`config.mk`:
```
export PLATFORM = sky130hd
export DESIGN_NAME = lic_ctrl
export DESIGN_NICKNAME = d
export VERILOG_FILES = /design/src/sv/lic_pkg.sv /design/src/sv/lic_ctrl.sv
export SDC_FILE = /design/constraint.sdc
export NUM_CORES = 1
export LEC_CHECK = 0
export BUFFER_PORTS_ARGS = -buffer_cell sky130_fd_sc_hd__buf_2
export CORE_AREA = 2 2 39 41
export CTS_CLUSTER_DIAMETER = 30
export DETAILED_ROUTE_END_ITERATION = 16
export DIE_AREA = 0 0 41 43
export SYNTH_ARGS = -nofsm -noshare
export SYNTH_HDL_FRONTEND = slang
export SYNTH_SLANG_ARGS = --single-unit
```
`constraint.sdc`:
```
create_clock -name clk -period 3.95 [get_ports clk]
set_clock_uncertainty 0.05 [all_clocks]
set_input_delay 0.79 -clock clk [delete_from_list [all_inputs] [get_ports clk]]
set_output_delay 0.79 -clock clk [all_outputs]
set_load 0.1 [all_outputs]
```
`src/sv/lic_pkg.sv`:
```
// Shared types, codes and default sizes for the id cache pool.
// Used by lic_ctrl, lic_datapath and lru_id_cache_pool_unit; no dependencies.
package lic_pkg;

    // Default sizes, handed to the top-level parameters.
    localparam int POOL_ENTRIES_DEF = 16;
    localparam int MAX_USER_ID_DEF  = 4095;

    // Request codes.
    localparam logic [1:0] REQ_LOOKUP = 2'd0;
    localparam logic [1:0] REQ_ALLOC  = 2'd1;
    localparam logic [1:0] REQ_REMOVE = 2'd2;
    localparam logic [1:0] REQ_DROP   = 2'd3;

    // Result status codes.
    localparam logic [1:0] ST_OK     = 2'd0;
    localparam logic [1:0] ST_MISS   = 2'd1;
    localparam logic [1:0] ST_REJECT = 2'd2;

    // Commands from the controller to the datapath.
    typedef struct packed {
        logic clear;
        logic capture;
        logic read;
        logic check;
        logic update;
    } lic_cmd_t;

    // Status from the datapath to the controller.
    typedef struct packed {
        logic clear_done;
        logic out_free;
    } lic_status_t;

endpackage

```
`src/sv/lic_ctrl.sv`:
```
// Sequencing state machine of the id cache pool.
// Depends on lic_pkg for the command and status structs.
module lic_ctrl
    import lic_pkg::*;
(
    input  logic        clk,
    input  logic        rst_n,
    input  logic        in_valid,
    output logic        in_stall,
    input  lic_status_t status,
    output lic_cmd_t    cmd
);

    typedef enum logic [4:0] {
        S_CLEAR  = 5'b00001,
        S_IDLE   = 5'b00010,
        S_READ   = 5'b00100,
        S_CHECK  = 5'b01000,
        S_UPDATE = 5'b10000
    } state_t;

    state_t state_reg;
    state_t state_next;

    // Next state: the map is cleared once after reset, then one item walks
    // through read, check and update.
    always_comb
    begin
        state_next = state_reg;
        unique case (state_reg)
            S_CLEAR:
            begin
                if (status.clear_done)
                begin
                    state_next = S_IDLE;
                end
            end
            S_IDLE:
            begin
                if (in_valid)
                begin
                    state_next = S_READ;
                end
            end
            S_READ:   state_next = S_CHECK;
            S_CHECK:  state_next = S_UPDATE;
            S_UPDATE:
            begin
                if (status.out_free)
                begin
                    state_next = S_IDLE;
                end
            end
            default:  state_next = S_IDLE;
        endcase
    end

    always_ff @(posedge clk or negedge rst_n)
    begin
        if (!rst_n)
        begin
            state_reg <= S_CLEAR;
        end
        else
        begin
            state_reg <= state_next;
        end
    end

    // Commands to the datapath.
    assign in_stall    = (state_reg != S_IDLE);
    assign cmd.clear   = (state_reg == S_CLEAR);
    assign cmd.capture = (state_reg == S_IDLE) && in_valid;
    assign cmd.read    = (state_reg == S_READ);
    assign cmd.check   = (state_reg == S_CHECK);
    assign cmd.update  = (state_reg == S_UPDATE) && status.out_free;

endmodule

```
# Word-level counts from Yosys, hierarchy flattened
# Cells that the tools add are included.
# W data, S select, Z words.
[op_classes] n_eq_ne=9 muxes=4 reduce_logical=3
[op_table] op="$pmux W5 S5" n=1
[op_table] op="$mux W5" n=3
[op_table] op="$ne A2 B2 Y1 const B" n=3
[op_table] op="$eq A5 B1 Y1 const B" n=1
[op_table] op="$eq A5 B2 Y1 const B" n=1
[op_table] op="$eq A5 B3 Y1 const B" n=1
[op_table] op="$eq A5 B4 Y1 const B" n=1
[op_table] op="$eq A5 B5 Y1 const B" n=1
[op_table] op="$ne A5 B2 Y1 const B" n=1
[op_table] op="$reduce_and A3 Y1" n=1
[op_table] op="$logic_and A1 B1 Y1" n=2
[totals] regBits=5 input_bits=5 out_inout_bits=6 word_cells=17

# Logic depth before layout (Yosys ltp)
# Gate-level depths: netlist of the first run.
[depth] ltp_word=3 depth_mapped=4

# Least setup slack after synthesis of the first run
# No wires, ideal clock.
[synth_timing] kind="register to output" start="register state_reg[2]" end="output cmd[1] (netlist name)" arrival_ns=3.046 t_required_ns=3.110 slack_ns=0.064 stages_incl_launch_ff=3 path_cell_list="dfrtp_1 -> or3_1 -> nor3b_1"
[synth_rtl] element="from (decl)" line="lic_ctrl.sv:22" rtl="state_t state_reg;"
[synth_rtl] element="from (signal assigned)" line="lic_ctrl.sv:66" rtl="state_reg <= state_next;"
[synth_rtl] element="to (decl)" line="lic_ctrl.sv:11" rtl="output lic_cmd_t cmd"

==> results.py, run 1 <==
metrics = {
    "synthesis": {
        "netlist_area_um2": 260,
        "synthesis.nets": 31,
        "syn_area_per_cell_um2": 10.0,
        "synthesis.yosys.warnings": 0,
        "postSynthRegisterBits": 5,
        "share_of_synthesized_area_occupied_by_flip_flops_and_latches": 0.486,
        "synth_top_area_share": 0.385,
        "synth_top_cell_by_area": "sky130_fd_sc_hd__dfrtp_1",
        "netlist_top_cells_area": "sky130_fd_sc_hd__dfrtp_1 (38%), sky130_fd_sc_hd__dfstp_2 (10%), sky130_fd_sc_hd__nor3b_1 (8.7%)",
        "synth_cells": 26,
        "synth.lib_cells_used.distinct": 15,
    },
    "floorplanning": {
        "placementRows": 14,
        "floorplan.initialDensity": 0.188,
        "design.die.area_um2": 1760,
        "die_h_um": 43,
        "dieWidth_um": 41,
        "design.core.area_um2": 1380,
        "top_level_ports": 11,
    },
    "clock_tree": {
        "cts-hold-fix-buffers": 0,
        "post_cts_resize_count": 0,
        "clk_pin_slew_ns": 0.05,
        "max-clock-path-buffers": 2,
        "cts.root.buffer_cell": "sky130_fd_sc_hd__clkbuf_4",
        "numCtsBuffers": 3,
        "clock_sink_count": 5,
        "cts_tree": "done",
        "postCtsSetupBuffers": 0,
        "clock_insertion_delay_worst_skew_ns": 0.24,
        "cts_htree_levels": 1,
    },
    "critical_path": {
        "crit_path_top_delay_cell": "sky130_fd_sc_hd__or3_4",
        "crit_path_end_kind": "primary output",
        "timing_worst_setup_path_type": "reg -> out",
        "cp.required_ns": 3.11,
        "cpPeakStageDelay_ns": 0.43,
        "crit_arrival_ns": 2.02,
        "cp_top_delay_family": "simple AND/OR/NAND/NOR gates",
        "worstSetupStartpointType": "register",
        "crit_buf_inv": 1,
        "critical_path_cell_by_cell": "or3_4 > or3b_4 > nor2_1 > buf_2",
        "crit_path_max_fanout": 5,
    },
    "timing": {
        "fin_setup_tns_ns": 0,
        "fin_crit_sh": 0.725,
        "timing.final.max_slew_violations": 0,
        "timing.final.setup_violations": 0,
        "slew_headroom": 0.678,
        "fmax_mhz": 349,
        "post-route-min-period_ns": 2.86,
        "finalHoldViolations": 0,
        "grt_setup_unrepaired": "false",
        "max_slew.worst_pin.slew_ns": 0.486,
    },
    "grt": {
        "first_global_vias": 217,
        "grt_first_pass_wirelength_um": 862,
        "grt_overflow_total": 0,
        "grt_antenna_before_repair": 0,
        "grt_usage": 0.0727,
        "grt_max_degree": 7,
    },
    "placed_design": {
        "place_hpwl_um": 403,
        "placement.io_buffers": 10,
        "place.detailed.instances": 52,
        "place_congestion": 0.702,
    },
    "layout": {
        "flow.area_growth_from_synthesis_pct": 37.0,
        "mostFrequentLayoutCells": "sky130_fd_sc_hd__buf_2 (10), sky130_fd_sc_hd__nor2_1 (5), sky130_fd_sc_hd__dfrtp_1 (4), sky130_fd_sc_hd__nor3b_1 (3), sky130_fd_sc_hd__clkbuf_4 (3)",
        "final_layout_size_suffix_gt1_frac": 0.425,
        "final_common_cell": "sky130_fd_sc_hd__buf_2",
        "antenna_cells": 0,
        "stdcell_count": 56,
        "largest_reg_flops": 5,
        "nets": 46,
    },
    "worst_hold_path": {
        "hold_path.class": "in -> async",
    },
    "detailed_routing": {
        "firstDrtPassIters": 1,
        "total_vias_in_the_final_route": 226,
        "remaining_drc_errors": 0,
        "drtAntennaViolNets": 0,
        "route.final.wire_length_um": 491,
        "via_per_inst": 4.04,
        "drt-initial-drc-count": 0,
        "routedWlPerCell_um": 8.77,
    },
    "run_status": {
        "run_status": "complete, no violations",
    },
    "job": {
        "max_cap_viol_count": 0,
    },
}
layout make-up:
| type | instances | area [um2] |
|---|---|---|
| Multi-Input combinational cell | 19 | 126 |
| Timing Repair Buffer | 10 | 50.0 |
| Tap cell | 16 | 20.0 |
| Inverter | 2 | 7.51 |
| Clock buffer | 4 | 26.3 |
| Sequential cell | 5 | 126 |
| Fill cell | 148 | 1030 |
synthesized netlist by cell type (all sizes together):
library cell and instances:
nor2 5, dfrtp 4, nor3b 3, inv 2
nand2 2, o22ai 2, or3 2, dfstp 1
mux2i 1, nor3 1, nor4 1, or3b 1
xnor2 1
routing by layer:
metal | vias up | track usage | wire [um]
li1 | 118 | - | -
met5 | - | 0 | 0
met1 | 103 | 0.0951 | 227
met2 | 5 | 0.0969 | 238
met3 | 0 | 0.0157 | 24
met4 | 0 | 0.0600 | 0
final timing paths:
kind | end | start | slack [ns] | cells after the start
max | cmd[3] | state_reg[4]$_DFFE_PN0P_ | 1.09 | 4
min | state_reg[3]$_DFFE_PN0P_ | rst_n | 0.30 | 1
max reg2reg | state_reg[1]$_DFFE_PN0P_ | state_reg[4]$_DFFE_PN0P_ | 2.41 | 3
min reg2reg | state_reg[0]$_DFFE_PN1P_ | state_reg[0]$_DFFE_PN1P_ | 0.46 | 2
max in group asynchronous | state_reg[0]$_DFFE_PN1P_ | rst_n | 3.33 | 1
min in group clk | state_reg[0]$_DFFE_PN1P_ | state_reg[0]$_DFFE_PN1P_ | 0.46 | 2
metrics by stage:
step / util / instance area [um2] / hold WS, ns / worst slack [ns]
5_1_grt: 0.258 / 357 / 0.303 / 1.02
3_5_place_dp: 0.239 / 330 / 0.460 / 1.34
4_1_cts: 0.258 / 357 / 0.303 / 1.07
2_1_floorplan: - / 260 / 0.423 / 0.0635
6_report: 0.258 / 357 / 0.304 / 1.09
3_3_place_gp: 0.239 / 330 / 0.452 / 1.35
cells by family after synthesis:
logic type                share of synthesized area
AOI/OAI and AO/OA                            0.0721
and+or+nand+nor                               0.341
muxes                                        0.0385
buffers and inverters                        0.0289
xor gates and xnor gates                     0.0337
DFF                                           0.486
worst register-to-register path, cell delays in order, from the launching register on:
cell and delay [ns]:
sky130_fd_sc_hd__dfrtp_1 0.42, sky130_fd_sc_hd__or3_4 0.43, sky130_fd_sc_hd__or3b_4 0.43, sky130_fd_sc_hd__o22ai_2 0.14
Power of run 1 is left out: the tool's default activity adds up to more than one toggle a clock period on the data nets, which glitch-free logic cannot reach.
==> inputs of run 2 (changes only) <==
- clock period: 3.95 -> 2.9 ns (I/O delays scaled with it)
==> results.py, run 2 (synthesized netlist as in run 1, its figures left out) <==
metrics = {
    "layout": {
        "finalInstanceArea_um2": 375,
        "stdcell_count": 56,
        "nets": 46,
        "flow.area_growth_from_synthesis_pct": 44.2,
        "mostFrequentLayoutCells": "sky130_fd_sc_hd__buf_2 (10), sky130_fd_sc_hd__nor2_1 (4), sky130_fd_sc_hd__dfrtp_1 (4), sky130_fd_sc_hd__clkbuf_4 (3)",
        "final_common_cell": "sky130_fd_sc_hd__buf_2",
        "largest_reg_flops": 5,
        "antenna_cells": 0,
        "final_layout_size_suffix_gt1_frac": 0.550,
    },
    "grt": {
        "grt_antenna_before_repair": 0,
        "grt_max_degree": 7,
        "first_global_vias": 217,
        "grt_usage": 0.0719,
        "grt_first_pass_wirelength_um": 841,
        "grt_overflow_total": 0,
    },
    "clock_tree": {
        "postCtsSetupBuffers": 0,
        "cts.root.buffer_cell": "sky130_fd_sc_hd__clkbuf_4",
        "clock_sink_count": 5,
        "max-clock-path-buffers": 2,
        "cts_htree_levels": 1,
        "post_cts_resize_count": 0,
        "numCtsBuffers": 3,
        "clock_insertion_delay_worst_skew_ns": 0.24,
        "cts-hold-fix-buffers": 0,
        "cts_tree": "done",
        "clk_pin_slew_ns": 0.05,
    },
    "critical_path": {
        "startpoint_of_the_most_critical_register_to_register_path": "state_reg[4]$_DFFE_PN0P_",
        "timing.reg2reg.worst_path_depth": 3,
        "timing_worst_setup_path_type": "reg -> out",
        "r2r_setup_slk_ns": 1.33,
        "critPathLaunch": "state_reg[4]$_DFFE_PN0P_",
        "cp-endpoint": "cmd[3]",
        "crit_path_end_kind": "primary output",
        "crit_path_max_fanout": 5,
        "worstSetupStartpointType": "register",
        "crit_arrival_ns": 2.06,
        "worstReg2RegEnd": "state_reg[1]$_DFFE_PN0P_",
        "cp.required_ns": 2.27,
    },
    "timing": {
        "finalHoldViolations": 0,
        "timing.final.setup_violations": 0,
        "slew_headroom": 0.679,
        "max_slew.worst_pin.slew_ns": 0.485,
        "grt_setup_unrepaired": "false",
        "fin_crit_sh": 0.927,
        "timing.final.max_slew_violations": 0,
        "post-route-min-period_ns": 2.69,
        "fmax_mhz": 372,
        "fin_setup_tns_ns": 0,
    },
    "detailed_routing": {
        "total_vias_in_the_final_route": 230,
        "remaining_drc_errors": 0,
        "route.final.wire_length_um": 483,
        "drt-initial-drc-count": 2,
        "drtAntennaViolNets": 0,
        "firstDrtPassIters": 2,
        "via_per_inst": 4.11,
        "routedWlPerCell_um": 8.63,
    },
    "floorplanning": {
        "top_level_ports": 11,
        "dieWidth_um": 41,
        "die_h_um": 43,
        "design.die.area_um2": 1760,
        "placementRows": 14,
        "floorplan.initialDensity": 0.188,
        "design.core.area_um2": 1380,
    },
    "job": {
        "max_cap_viol_count": 0,
    },
    "placed_design": {
        "place.detailed.instances": 52,
        "placed_cell_area_um2": 348,
        "placement.io_buffers": 10,
        "place_congestion": 0.675,
    },
    "run_status": {
        "run_status": "complete, no violations",
    },
    "worst_hold_path": {
        "hold_path.class": "in -> async",
    },
}
run 2: cell count changes in the layout (fill, tap and decap cells not counted), sizes merged:
cell	previous run	this run
clkbuf	4	3
clkinv	0	1
run 2: per-layer routing:
metal	up-vias	routed length, um	GRT usage
met2	8	211	0.0938
met1	103	227	0.0960
li1	119	-	-
met3	0	44	0.0314
met5	-	0	0
met4	0	0	0.0400
run 2: layout make-up:
cell class,instances,area [um2]
tap,16,20.0
multi-input combinational,19,144
clock buffer,3,22.5
timing repair buffer,10,50.0
inverter,2,7.51
sequential,5,126
fill,151,1010
clock inverter,1,5.00
run 2: through the flow:
step / setup slack (ns) / utilization / hold WS, ns
finish: 0.212 / 0.271 / 0.0939
global route: 0.143 / 0.271 / 0.0782
CTS: 0.203 / 0.271 / 0.0862
detailed placement: 0.474 / 0.251 / 0.349
global placement: 0.492 / 0.251 / 0.349
floorplan: 0.0233 / - / 0.234
run 2: critical path, stage by stage, from the launching register on:
cell                      delay (ns)
sky130_fd_sc_hd__dfrtp_1        0.43
sky130_fd_sc_hd__or3_4          0.43
sky130_fd_sc_hd__or3b_4         0.44
sky130_fd_sc_hd__nor2_2         0.09
sky130_fd_sc_hd__buf_2          0.42
run 2: worst min path at each step:
stage               start                       end  slack, ns  depth (start not counted)
finish              rst_n  state_reg[1]$_DFFE_PN0P_       0.09                          1
global route        rst_n  state_reg[3]$_DFFE_PN0P_       0.08                          1
CTS                 rst_n  state_reg[2]$_DFFE_PN0P_       0.09                          1
detailed placement  rst_n  state_reg[3]$_DFFE_PN0P_       0.35                          1
global placement    rst_n  state_reg[2]$_DFFE_PN0P_       0.35                          1
floorplan           rst_n  state_reg[1]$_DFFE_PN0P_       0.23                          0
Power of run 2 is left out for the same reason.
==> inputs of run 3 (changes only) <==
- REMOVE_ABC_BUFFERS: default -> 1
==> results.py, run 3 (synthesized netlist as in run 1, its figures left out) <==
metrics = {
    "run_status": {
        "run_status": "complete, no violations",
    },
    "clock_tree": {
        "clock_insertion_delay_worst_skew_ns": 0.24,
        "clock_sink_count": 5,
        "max-clock-path-buffers": 2,
        "cts.root.buffer_cell": "sky130_fd_sc_hd__clkbuf_4",
        "numCtsBuffers": 3,
        "clk_pin_slew_ns": 0.04,
        "cts_htree_levels": 1,
        "post_cts_resize_count": 0,
        "cts_tree": "done",
        "cts-hold-fix-buffers": 0,
        "postCtsSetupBuffers": 0,
    },
    "layout": {
        "final_common_cell": "sky130_fd_sc_hd__buf_2",
        "nets": 46,
        "mostFrequentLayoutCells": "sky130_fd_sc_hd__buf_2 (10), sky130_fd_sc_hd__nor2_1 (5), sky130_fd_sc_hd__dfrtp_1 (4), sky130_fd_sc_hd__nor3b_1 (3), sky130_fd_sc_hd__clkbuf_4 (3)",
        "final_layout_size_suffix_gt1_frac": 0.425,
        "flow.area_growth_from_synthesis_pct": 37.0,
        "largest_reg_flops": 5,
        "antenna_cells": 0,
    },
    "critical_path": {
        "cp-endpoint": "cmd[3]",
        "timing.reg2reg.worst_path_depth": 3,
        "cp_top_delay_family": "simple AND/OR/NAND/NOR gates",
        "crit_path_max_fanout": 5,
        "cpPeakStageDelay_ns": 0.43,
        "crit_path_end_kind": "primary output",
        "worstSetupStartpointType": "register",
        "critPathLaunch": "state_reg[4]$_DFFE_PN0P_",
        "cp.required_ns": 2.27,
        "crit_path_top_delay_cell": "sky130_fd_sc_hd__or3_4",
        "r2r_setup_slk_ns": 1.36,
        "timing_worst_setup_path_type": "reg -> out",
        "crit_buf_inv": 1,
        "worst-path-stages": 4,
        "crit_arrival_ns": 2.03,
        "startpoint_of_the_most_critical_register_to_register_path": "state_reg[4]$_DFFE_PN0P_",
        "critical_path_cell_by_cell": "or3_4 > or3b_4 > nor2_1 > buf_2",
        "worstReg2RegEnd": "state_reg[1]$_DFFE_PN0P_",
    },
    "placed_design": {
        "place_congestion": 0.694,
        "place_hpwl_um": 431,
        "placement.io_buffers": 10,
        "place_ws_ns": 0.491,
    },
    "detailed_routing": {
        "drt-initial-drc-count": 0,
        "firstDrtPassIters": 1,
        "via_per_inst": 4.23,
        "drtAntennaViolNets": 0,
        "routedWlPerCell_um": 9.55,
        "route.final.wire_length_um": 535,
        "total_vias_in_the_final_route": 237,
        "remaining_drc_errors": 0,
    },
    "floorplanning": {
        "floorplan.initialDensity": 0.188,
        "dieWidth_um": 41,
        "top_level_ports": 11,
        "design.die.area_um2": 1760,
        "placementRows": 14,
        "die_h_um": 43,
        "design.core.area_um2": 1380,
    },
    "grt": {
        "global_route.usage.met3": 0.0314,
        "grt_first_pass_wirelength_um": 855,
        "global_route.usage.met2": 0.116,
        "grt_overflow_total": 0,
        "grt_max_degree": 7,
        "groute.layer.met1.usage": 0.0691,
        "grt_busiest_layer": "met2",
        "first_global_vias": 246,
        "grt_usage": 0.0799,
        "grt_antenna_before_repair": 0,
    },
    "job": {
        "max_cap_viol_count": 0,
    },
    "timing": {
        "grt_setup_unrepaired": "false",
        "fin_crit_sh": 0.918,
        "max_slew.worst_pin.slew_ns": 0.486,
        "finalHoldViolations": 0,
        "timing.final.max_slew_violations": 0,
        "post-route-min-period_ns": 2.66,
        "timing.final.setup_violations": 0,
        "fmax_mhz": 376,
        "postLayoutSetupSlackWorst_ns": 0.238,
        "slew_headroom": 0.678,
    },
    "worst_hold_path": {
        "hold_path.class": "in -> async",
    },
}
## run 3: layout make-up
cell class	count	area [um2]
Fill cell	151	1030
Sequential cell	5	126
Multi-Input combinational cell	19	126
Clock buffer	4	26.3
Timing Repair Buffer	10	50.0
Tap cell	16	20.0
Inverter	2	7.51
## run 3: worst min-delay path by stage
| stage | start | end | slack [ns] | cells past startpoint |
|---|---|---|---|---|
| floorplan | rst_n | state_reg[1]$_DFFE_PN0P_ | 0.23 | 0 |
| global placement | rst_n | state_reg[2]$_DFFE_PN0P_ | 0.35 | 1 |
| detailed placement | rst_n | state_reg[2]$_DFFE_PN0P_ | 0.35 | 1 |
| CTS | rst_n | state_reg[2]$_DFFE_PN0P_ | 0.08 | 1 |
| global route | rst_n | state_reg[2]$_DFFE_PN0P_ | 0.09 | 1 |
| finish | rst_n | state_reg[4]$_DFFE_PN0P_ | 0.09 | 1 |
## run 3: worst reg2reg max path: stages (launching register included)
cell and delay, ns:
sky130_fd_sc_hd__dfrtp_1 0.42, sky130_fd_sc_hd__or3_4 0.43, sky130_fd_sc_hd__or3b_4 0.43, sky130_fd_sc_hd__o22ai_2 0.14
## run 3: per-layer routing
| metal | up-vias | wire [um] |
|---|---|---|
| li1 | 117 | - |
| met1 | 115 | 213 |
| met2 | 5 | 294 |
| met3 | 0 | 27 |
| met4 | 0 | 0 |
| met5 | - | 0 |
## run 3: metrics by stage
step / TNS [ns] / utilization / cells / hold WS, ns / instance area (um2)
2_1_floorplan: -2.59 / - / 26 / 0.234 / 260
3_3_place_gp: 0 / 0.239 / 52 / 0.347 / 330
3_5_place_dp: 0 / 0.239 / 52 / 0.349 / 330
4_1_cts: 0 / 0.258 / 56 / 0.0847 / 357
5_1_grt: 0 / 0.258 / 56 / 0.0887 / 357
6_report: 0 / 0.258 / 56 / 0.0943 / 357
Power of run 3 is left out for the same reason.
